$ cat config.mk
export PLATFORM = sky130hd
export DESIGN_NAME = apt_ram
export DESIGN_NICKNAME = d
export VERILOG_FILES = /design/src/sv/apt_ram.sv
export SDC_FILE = /design/constraint.sdc
export NUM_CORES = 1
export LEC_CHECK = 0
export CAP_MARGIN = 20
export CORE_ASPECT_RATIO = 0.7
export CORE_MARGIN = 3
export CORE_UTILIZATION = 26
export CTS_CLUSTER_SIZE = 12
export DETAILED_ROUTE_END_ITERATION = 6
export DONT_BUFFER_PORTS = 1
export GPL_TIMING_DRIVEN = 0
export PLACE_DENSITY_LB_ADDON = 0.3
export SLEW_MARGIN = 20
export SYNTH_ARGS = -nofsm -noshare
export SYNTH_HDL_FRONTEND = slang
export SYNTH_SLANG_ARGS = --single-unit
export TNS_END_PERCENT = 50
$ cat constraint.sdc
create_clock -name clk -period 2.2 [get_ports clk]
set_clock_uncertainty 0.2 [all_clocks]
set_input_delay 0.44 -clock clk [delete_from_list [all_inputs] [get_ports clk]]
set_output_delay 0.44 -clock clk [all_outputs]
set_load 0.05 [all_outputs]
$ cat src/sv/apt_ram.sv
`timescale 1ns / 1ps
// ----------------------------------------------------------------------------
// apt_ram: generic single-write, single-read RAM
// One write port and one read port with registered read data.
// ----------------------------------------------------------------------------
module apt_ram #(
  parameter int WIDTH = 8,
  parameter int DEPTH = 16
) (
  input  logic                     clk,
  input  logic                     wr_en,
  input  logic [$clog2(DEPTH)-1:0] wr_addr,
  input  logic [WIDTH-1:0]         wr_data,
  input  logic                     rd_en,
  input  logic [$clog2(DEPTH)-1:0] rd_addr,
  output logic [WIDTH-1:0]         rd_data
);

  logic [WIDTH-1:0] mem_r [DEPTH];
  logic [WIDTH-1:0] rd_data_r;

  always_ff @(posedge clk) begin
    if (wr_en) begin
      mem_r[wr_addr] <= wr_data;
    end
    if (rd_en) begin
      rd_data_r <= mem_r[rd_addr];
    end
  end

  assign rd_data = rd_data_r;

endmodule

=== Word-level counts from Yosys, hierarchy flattened ===
Memory sizes are Yosys's and may differ from the RTL's. A register that Yosys moved wholly into a read port is not among the register bits.
Index checks and enable logic that the tools add are counted.

* Bits in registers: 0
* RAM bits: 128
* Input port bits: 19
* Output and inout port bits: 8
* Logic and storage cells: 3
* Memories: 1

* Muxes and demuxes: 2

{| class="wikitable"
|+ Memory list
! memory !! words !! width !! read ports !! clocked after Yosys merged registers in !! write ports !! line !! RTL
|-
| mem_r || 16 || 8 || 1 || 1 || 1 || 19 || <nowiki>logic [WIDTH-1:0] mem_r [DEPTH];</nowiki>
|}

{| class="wikitable"
|+ Operators by type and width
! cell !! number
|-
| $mux W1 || 2
|}

=== Logic depth before layout (Yosys ltp) ===
Gate-level depths: netlist of run 1.

* Word-level depth: 2
* Depth in mapped cells: 5
* Gate-level depth less buffers: 3

=== Least setup slack after synthesis of run 1 ===
No wires, ideal clock.

* Kind: input-to-reg
* From: input wr_addr[2]
* To: memory mem_r[0][0] (enable)
* Setup time: 383 ps
* Data arrival time: 1,550 ps
* Required time: 1,617 ps
* Setup slack: 67 ps
* Stages on the path: 2
* Path buffers: 0
* Cells stage by stage: or3b_2 nor3_1

{| class="wikitable"
|+ RTL lines
! what !! line !! RTL
|-
| start, declared || 12 || <nowiki>input logic [$clog2(DEPTH)-1:0] wr_addr,</nowiki>
|-
| end, declared || 19 ||
|}

No word-level cell before the write port.

==> results.sh, run 1 <==
export IMPL_layout_cells_non_filler=534
export IMPL_avgSynthCellArea_um2=22.83
export IMPL_via_per_inst=4.449
export IMPL_cts_tree="built"
export IMPL_maxSlewViolCount=0
export IMPL_synth_distinct_cells=18
export IMPL_fillerInstances=1848
export IMPL_syn_area_um2=5228
export IMPL_track_usage_pct=10.75
export IMPL_dr_pass1_iters=4
export IMPL_cp_endpoint="rd_data[5]"
export IMPL_regArea_um2=4084
export IMPL_hp_class="input port to flip-flop"
export IMPL_top_level_ports=27
export IMPL_syn_nets=248
export IMPL_cpLargestDelayFamily="multiplexers"
export IMPL_cp_data_required_time_ns=2.14
export IMPL_finalCritPeriodShare_pct=86.00
export IMPL_first_global_vias=2378
export IMPL_path_cells="buf_6, buf_4, mux4_2, a22oi_1, nand2_1"
export IMPL_wl_mm=11.32
export IMPL_wl_per_cell_um=21.21
export IMPL_synthCells=229
export IMPL_diodes=0
export IMPL_regToRegSetupSlack_ns=0.39
export IMPL_yosys_warnings=0
export IMPL_path_class="input port to flip-flop"
export IMPL_numCtsBuffers=17
export IMPL_ys_seq_elements=136
export IMPL_cts_sinks=136
export IMPL_peakVddDrop_mv=0.4866
export IMPL_finalPower_mw=5.906
export IMPL_cts_setup_buffers=0
export IMPL_startpoint_type="input port"
export IMPL_finalSetupViolCount=0
export IMPL_rr_endpoint="rd_data[0]"
export IMPL_fmax_ghz=0.5285
export IMPL_root_buffer="clkbuf_16"
export IMPL_grt_overflow_total=0
export IMPL_gp_congestion=0.6964
export IMPL_status="complete, no violations"
export IMPL_max_stage_delay_ns=0.60
export IMPL_antenna_found_initial=0
export IMPL_dieWidth_um=175.5
export IMPL_placementRows=42
export IMPL_route_detailed_drc=0
export IMPL_slew_headroom_pct=38.53
export IMPL_path_depth=5
export IMPL_slowest_stage="mux4_2"
export IMPL_portBuffers=0
export IMPL_finalHoldViolations=0
export IMPL_cp_startpoint="rd_addr[0]"
export IMPL_yosysSeqAreaShare_pct=78.12
export IMPL_p_leak_nw=1.972
export IMPL_areaGrowthSynthToFinish_pct=19.20
export IMPL_path_max_fanout=10
export IMPL_grt_max_degree=17
export IMPL_dp_hpwl_mm=7.495
export IMPL_clock_path_buffers=2
export IMPL_cts_htree_levels=4
export IMPL_die_area_um2=21870
export IMPL_postRouteAntennaNets=0
export IMPL_vias=2376
export IMPL_placed_cells=493
export IMPL_grt_pass1_wl_mm=16.33
export IMPL_cp_end_kind="flip-flop"
export IMPL_fin_nets=276
export IMPL_ctsResizeCount=0
export IMPL_drv_cap=0
export IMPL_tns_ns=0
export IMPL_multi_input_area_um2=1077
export IMPL_rsz0062_at_grt="no"
export IMPL_path_clk_slew_ns=0.07
export IMPL_drive_above_1_share_pct=23.70
export IMPL_start_util_pct=27.11
export IMPL_drt_initial_drc_count=163
export IMPL_p_per_area_nw_per_um2=947.9
export IMPL_tightest_slew_ns=0.9187
export IMPL_cp_num_buf_inv=2
export IMPL_clkLatencyLatePin_ns=0.42
export IMPL_reg2reg_depth=3
export IMPL_crit_arrival_ns=1.83
export IMPL_crit_reg2reg_launch="mem_r[6][0]"
export IMPL_period_minus_slack_ns=1.892
export IMPL_die_height_um=124.6
export IMPL_core_area_um2=19290
==> synth_stat cells <==
master           count  share of area, %
and2_1               1              0.12
buf_2                3              0.29
clkdlybuf4s25_2      3              0.57
or3b_2               1              0.17
and2b_1              1              0.14
buf_4                1              0.14
nand2_1              9              0.65
nor2_1              13              0.93
nor3_1               4              0.38
edfxtp_1           136                78
a22oi_1             16               2.3
buf_6                3              0.65
nor2b_1              1              0.12
nand3b_1             2              0.29
nand3_1              1             0.096
nand2b_1             2              0.24
mux4_2              18               7.8
mux4_1              14               7.0
==> cells by family after synthesis <==
group                  count (synthesis)  synth area share, %
AO/OA/AOI/OAI                         16                2.298
multiplexers                          32                14.79
flip-flops                           136                78.12
buffers and inverters                 10                1.651
AND/OR/NAND/NOR                       35                3.136
==> worst reg2reg max path, delay by kind of cell (launching register included) <==
family           cells  cell delay [ns]
AND/OR/NAND/NOR      1             0.15
flip-flops           1             0.37
AO/OA/AOI/OAI        1             0.23
multiplexers         1             0.57
==> power by group <==
part	internal (mW)	total (mW)	switching, mW
clock network	1.49	2.66	1.17
registers	2.92	2.98	0.0577
logic	0.105	0.266	0.161
total	4.52	5.91	1.39
==> worst min-delay path by stage <==
stage                     from           end  depth (start not counted)
global placement    wr_data[6]   mem_r[6][6]                          0
detailed placement  wr_data[6]  mem_r[14][6]                          0
floorplan           wr_data[0]   mem_r[0][0]                          0
global route        wr_addr[0]  mem_r[12][0]                          1
CTS                 wr_addr[0]  mem_r[12][5]                          1
finish              wr_addr[0]  mem_r[12][5]                          1
==> layout make-up <==
class,count,area share [%]
sequential,136,65.54
multi-input combinational,83,17.29
clock buffer,17,6.827
tap,264,5.301
clock inverter,15,2.209
timing repair buffer,9,1.446
buffer,10,1.386
==> through the flow <==
stage / hold WS, ns / setup slack [ns] / cell area [um^2] / utilization (%)
after CTS: 0.1044 / 0.3175 / 6231 / 32.31
after global placement: 0.3398 / -0.4335 / 5558 / 28.82
final: 0.09981 / 0.3079 / 6231 / 32.31
after global routing: 0.1004 / 0.2527 / 6231 / 32.31
after floorplan: 0.3389 / 0.06713 / 5228 / -
after detailed placement: 0.3400 / -0.1181 / 5578 / 28.92
==> sequential cells by signal (all words and copies together), names as in the netlist <==
register / cells
mem_r: 128
rd_data: 8
==> cell usage in the layout, fill, tap and decap left out, types with 4 or more instances in the layout <==
cell           synthesis  routed
edfxtp_1             136     136
a22oi_1               16      16
mux4_2                18      18
mux4_1                14      14
nand2_1                9       9
dlygate4sd3_1          0       9
nor2_1                13      13
clkinv_4               0       5
inv_8                  0       5
clkbuf_16              0      17
nor3_2                 0       4
==> timing repair <==
item                                   4_1_cts  5_1_grt
hold buffers                                 9        0
setup endpoints to repair                    0        0
endpoints found under the hold margin      136        0
==> metal layers <==
layer / global-route usage [%] / wire length [um] / vias up
met5: 0 / 0 / -
met1: 16.12 / 5667 / 1268
met4: 3.630 / 95 / 0
li1: - / - / 1041
met2: 14.49 / 4886 / 56
met3: 3.565 / 675 / 11
No activity file was read; power rests on OpenSTA's default activity.
==> run 2: changes to the inputs <==
Settings changed: BUFFER_PORTS_ARGS set to -buffer_cell sky130_fd_sc_hd__buf_2, DONT_BUFFER_PORTS 1 to not set.
==> run 2 against run 1 <==
Net effect: global-route usage is 0.31 points higher; cell count is 3.0% higher; highest routed layer unchanged; setup slack worse by 0.077 ns; first-iteration DRC count is 62% higher; combinational power is 26% higher; power is 4.4% higher; sequential power is 2% lower; core utilization is 0.42 points higher; largest power group unchanged; non-clock buffer count is 16 higher; critical path depth is 2 lower; sequential share of layout area is 0.84 points lower.
==> results.sh, run 2 (synthesis results as in run 1) <==
export IMPL_drive_above_1_share_pct=30.07
export IMPL_first_global_vias=2560
export IMPL_finalPower_mw=6.166
export IMPL_path_cells="buf_2, or3b_2, nor2_1"
export IMPL_period_minus_slack_ns=1.969
export IMPL_finalSetupViolCount=0
export IMPL_path_class="input port to flip-flop"
export IMPL_finalHoldViolations=0
export IMPL_core_area_um2=19290
export IMPL_root_buffer="clkbuf_16"
export IMPL_placed_cells=518
export IMPL_grt_pass1_wl_mm=17.09
export IMPL_start_util_pct=27.11
export IMPL_dieWidth_um=175.5
export IMPL_grt_overflow_total=0
export IMPL_wl_per_cell_um=20.94
export IMPL_path_clk_slew_ns=0.06
export IMPL_dp_hpwl_mm=7.547
export IMPL_cpLargestDelayFamily="simple AND/OR/NAND/NOR gates"
export IMPL_tightest_slew_ns=0.8719
export IMPL_grt_max_degree=17
export IMPL_gp_congestion=0.6939
export IMPL_route_detailed_drc=0
export IMPL_largest_reg_flops=128
export IMPL_final_cell_mix="edfxtp_1 (136), buf_2 (28), mux4_2 (18)"
export IMPL_postRouteAntennaNets=0
export IMPL_max_stage_delay_ns=0.69
export IMPL_antenna_found_initial=0
export IMPL_setup_ws_ns=0.2308
export IMPL_die_area_um2=21870
export IMPL_cts_tree="built"
export IMPL_rsz0062_at_grt="no"
export IMPL_drt_initial_drc_count=264
export IMPL_p_leak_nw=2.055
export IMPL_hold_buffers=0
export IMPL_multi_input_area_um2=1077
export IMPL_diodes=0
export IMPL_dr_pass1_iters=4
export IMPL_clock_path_buffers=2
export IMPL_clkLatencyLatePin_ns=0.41
export IMPL_cp_data_required_time_ns=2.03
export IMPL_tns_ns=0
export IMPL_ctsResizeCount=0
export IMPL_fin_nets=292
export IMPL_fmax_ghz=0.5078
export IMPL_cts_htree_levels=4
export IMPL_wl_mm=11.52
export IMPL_placementRows=42
export IMPL_top_level_ports=27
export IMPL_via_per_inst=4.376
export IMPL_areaGrowthSynthToFinish_pct=20.75
export IMPL_cp_end_kind="flip-flop"
export IMPL_cts_sinks=136
export IMPL_post_place_ws_ns=-0.1777
export IMPL_slowest_stage="nor2_1"
export IMPL_track_usage_pct=11.06
export IMPL_peakVddDrop_mv=0.4310
export IMPL_fillerInstances=1838
export IMPL_drv_cap=0
export IMPL_maxSlewViolCount=0
export IMPL_vias=2407
export IMPL_status="complete, no violations"
export IMPL_p_per_area_nw_per_um2=976.8
export IMPL_layout_commonest_cell="edfxtp_1"
export IMPL_finalCritPeriodShare_pct=89.51
export IMPL_cp_num_buf_inv=1
export IMPL_die_height_um=124.6
export IMPL_regMostFlops="mem_r"
export IMPL_hp_class="input port to flip-flop"
export IMPL_cts_setup_buffers=0
export IMPL_startpoint_type="input port"
export IMPL_portBuffers=25
export IMPL_slew_headroom_pct=41.66
export IMPL_crit_arrival_ns=1.80
export IMPL_regArea_um2=4084
export IMPL_numCtsBuffers=17
export IMPL_layout_cells_non_filler=550
export IMPL_path_max_fanout=8
[run 2: cell count changes in the layout (fill, tap and decap cells not counted), sizes merged]
cell / delta
buf: +25
dlygate4sd3: -9
inv: -8
bufinv: +4
clkinv: +4
[run 2: routing by layer]
metal  vias to the layer above  track usage (%)  wire [um]
met4                         0            3.490         58
li1                       1072                -          -
met5                         -                0          0
met2                        66            14.93       5106
met3                         5            2.956        808
met1                      1264            17.14       5542
[run 2: layout make-up]
| type | instances | share of cell area [%] |
|---|---|---|
| Multi-Input combinational cell | 83 | 17.07 |
| Sequential cell | 136 | 64.70 |
| Clock inverter | 15 | 2.914 |
| Timing Repair Buffer | 25 | 1.982 |
| Clock buffer | 17 | 6.739 |
| Buffer | 10 | 1.368 |
| Tap cell | 264 | 5.233 |
[run 2: worst register-to-register path, delay by kind of cell, from the launching register on]
family           cells  cell delay [ns]
AND/OR/NAND/NOR      1             0.15
AO/OA/AOI/OAI        1             0.26
multiplexers         1             0.57
flip-flops           1             0.35
[run 2: worst paths after layout]
kind	slack [ns]	depth (start not counted)	to	startpoint
setup / recovery	0.23	3	mem_r[3][5]	wr_en
hold / removal	0.17	1	rd_data[5]	rd_en
setup reg to reg	0.40	3	rd_data[0]	mem_r[5][0]
hold reg to reg	0.58	3	rd_data[2]	mem_r[9][2]
[run 2: power breakdown]
part           internal [mW]  switching, mW  total [mW]
combinational          0.113          0.220       0.334
clock                   1.88           1.02        2.90
sequential              2.92         0.0123        2.93
total                   4.91           1.26        6.17
[run 2: per-stage QoR]
step / instance area [um^2] / hold WS (ns) / util (%)
2_1_floorplan: 5228 / 0.3389 / -
3_3_place_gp: 5683 / 0.5520 / 29.47
3_5_place_dp: 5703 / 0.5668 / 29.57
4_1_cts: 6312 / 0.1659 / 32.73
5_1_grt: 6312 / 0.1734 / 32.73
6_report: 6312 / 0.1743 / 32.73
==> run 3: changes to the inputs <==
Settings changed: ABC_AREA set to 1, SLEW_MARGIN 20 to not set.
==> run 3 against run 2 <==
Net effect: wire length increased by 37%; first-iteration DRC count grew 71%; synthesized cell count rose by 140%; sequential share of layout area is 5.5 points lower; area after synthesis up 12%; maximum frequency is 6.7% higher; power grew 1.1%; final area increased by 9.3%; cell count rose by 61%; global-route usage grew 2.3 points; clock-buffer cell count is 1 higher.
==> results.sh, run 3 <==
export IMPL_clock_path_buffers=2
export IMPL_yosysTopAreaCellShare_pct=69.85
export IMPL_rr_endpoint="rd_data[7]"
export IMPL_slew_headroom_pct=32.69
export IMPL_cp_startpoint="wr_addr[3]"
export IMPL_synth_xor_area_share_pct=0
export IMPL_placementRows=45
export IMPL_finalCritPeriodShare_pct=83.87
export IMPL_cp_data_required_time_ns=2.03
export IMPL_cts_tree="built"
export IMPL_start_util_pct=26.70
export IMPL_track_usage_pct=13.35
export IMPL_die_area_um2=24350
export IMPL_yosysSeqAreaShare_pct=69.85
export IMPL_synthCells=551
export IMPL_numCtsBuffers=17
export IMPL_final_cell_mix="nand2_1 (173), edfxtp_1 (136), inv_1 (100)"
export IMPL_setup_ws_ns=0.3549
export IMPL_hold_buffers=0
export IMPL_wl_per_cell_um=17.78
export IMPL_portBuffers=23
export IMPL_areaGrowthSynthToFinish_pct=18.00
export IMPL_hp_class="input port to flip-flop"
export IMPL_grt_pass1_wl_mm=23.34
export IMPL_peakVddDrop_mv=0.5543
export IMPL_top_level_ports=27
export IMPL_layout_commonest_cell="nand2_1"
export IMPL_path_max_fanout=8
export IMPL_postRouteAntennaNets=0
export IMPL_path_clk_slew_ns=0.06
export IMPL_synthAdderAreaFrac_pct=0
export IMPL_drive_above_1_share_pct=12.73
export IMPL_yosys_area_share_simple_pct=20.76
export IMPL_grt_overflow_total=0
export IMPL_p_leak_nw=2.909
export IMPL_cts_htree_levels=4
export IMPL_synthArstFlopShare_pct=0
export IMPL_cp_endpoint="mem_r[5][7]"
export IMPL_path_class="input port to flip-flop"
export IMPL_core_area_um2=21900
export IMPL_largest_reg_flops=128
export IMPL_vias=3879
export IMPL_finalHoldViolations=0
export IMPL_status="complete, no violations"
export IMPL_finalSetupViolCount=0
export IMPL_synth_top_family_by_area="simple AND/OR/NAND/NOR gates"
export IMPL_path_cells="buf_2, nand3b_1, nor2_1"
export IMPL_cp_end_kind="flip-flop"
export IMPL_fmax_ghz=0.5420
export IMPL_via_per_inst=4.373
export IMPL_startpoint_type="input port"
export IMPL_synth_edf_count=136
export IMPL_dp_hpwl_mm=10.61
export IMPL_max_stage_delay_ns=0.82
export IMPL_fillerInstances=2223
export IMPL_reg2reg_depth=6
export IMPL_placed_cells=856
export IMPL_synth_mux_area_share_pct=0
export IMPL_dieWidth_um=185.2
export IMPL_regMostFlops="mem_r"
export IMPL_synth_area_leader_cell="edfxtp_1"
export IMPL_crit_reg2reg_launch="mem_r[6][7]"
export IMPL_maxSlewViolCount=0
export IMPL_layout_cells_non_filler=887
export IMPL_cts_sinks=136
export IMPL_ys_flop_type="edfxtp_1"
export IMPL_ys_top_cells_by_count="nand2_1 (173), edfxtp_1 (136), inv_1 (100)"
export IMPL_first_global_vias=3610
export IMPL_root_buffer="clkbuf_16"
export IMPL_clkLatencyLatePin_ns=0.41
export IMPL_tightest_slew_ns=1.006
export IMPL_route_detailed_drc=0
export IMPL_dr_pass1_iters=5
export IMPL_p_per_area_nw_per_um2=903.8
export IMPL_avgSynthCellArea_um2=10.61
export IMPL_rsz0062_at_grt="no"
export IMPL_ctsResizeCount=0
export IMPL_synth_distinct_cells=11
export IMPL_gp_congestion=0.8342
export IMPL_slowest_stage="nor2_1"
export IMPL_diodes=0
export IMPL_fin_nets=612
export IMPL_ys_seq_elements=136
export IMPL_synth_compound_area_share_pct=0
export IMPL_hold_path_startpoint="rd_en"
export IMPL_regToRegSetupSlack_ns=0.78
export IMPL_drv_cap=0
export IMPL_synth_area_leaders="edfxtp_1 (70%), nand2_1 (11%), nand3_1 (8.3%)"
export IMPL_cts_setup_buffers=0
export IMPL_final_util_pct=31.50
export IMPL_yosys_warnings=0
export IMPL_grt_max_degree=17
export IMPL_die_height_um=131.5
export IMPL_period_minus_slack_ns=1.845
export IMPL_antenna_found_initial=0
export IMPL_post_place_ws_ns=-0.01786
export IMPL_synth_most_common_cell="nand2_1"
export IMPL_crit_arrival_ns=1.68
export IMPL_syn_nets=570
export IMPL_syn_area_um2=5847
export IMPL_wl_mm=15.78
export IMPL_drt_initial_drc_count=451
==> run 3: changes by cell type after synthesis, sizes merged, moves of 2 or more <==
cell,before,now
nor3,4,0
a22oi,16,0
nand2,9,173
inv,0,102
nand3,1,97
nand2b,2,0
buf,7,24
clkdlybuf4s25,3,0
mux4,32,0
nor2,13,17
==> run 3: logic make-up (layout without fill, tap and decap cells) <==
family / Yosys count / after routing
DFF: 136 / 136
and+or+nand+nor: 289 / 289
buffers and inverters: 126 / 180
==> run 3: worst max-delay path, delay by kind of cell <==
family,cells,cell delay (ns)
buf+inv,1,0.12
simple gates,2,1.10
==> run 3: layout make-up <==
cell class                 instances  area [um^2]  share of cell area, %
multi-input combinational        289         1214                  17.59
buffer                            24        166.4                  2.412
sequential                       136         4084                  59.19
clock buffer                      18        429.2                  6.221
clock inverter                    13        155.1                  2.249
tap                              282        352.8                  5.114
inverter                         102        382.9                  5.550
timing repair buffer              23        115.1                  1.668
==> run 3: worst min-delay path by stage <==
| stage | end | slack, ns | cells past startpoint |
|---|---|---|---|
| 2_1_floorplan | mem_r[0][0] | 0.34 | 0 |
| 3_3_place_gp | rd_data[4] | 0.59 | 1 |
| 3_5_place_dp | rd_data[3] | 0.59 | 1 |
| 4_1_cts | rd_data[3] | 0.16 | 1 |
| 5_1_grt | rd_data[1] | 0.18 | 1 |
| 6_report | rd_data[3] | 0.17 | 1 |
==> run 3: power by group <==
part           total [mW]  switching [mW]  internal [mW]
sequential           2.93          0.0125           2.92
clock                2.86            1.09           1.77
combinational       0.440           0.331          0.109
total                6.24            1.44           4.80
==> run 3: per-stage QoR <==
stage               power, mW  hold slack, ns  instance area (um^2)  setup TNS [ns]
floorplan               3.235          0.3389                  5847               0
global placement        3.419          0.5880                  6315        -0.08584
detailed placement      3.422          0.5931                  6315         -0.1368
CTS                     6.247          0.1639                  6899               0
global route            6.407          0.1750                  6899               0
finish                  6.236          0.1709                  6899               0
==> run 3: metal layers <==
metal / part of all wire, % / up-vias / global-route usage [%]
li1: - / 1870 / -
met1: 56 / 1878 / 23.24
met3: 6.6 / 10 / 2.490
met4: 0.63 / 0 / 3.374
met5: 0 / - / 0
met2: 37 / 121 / 16.14
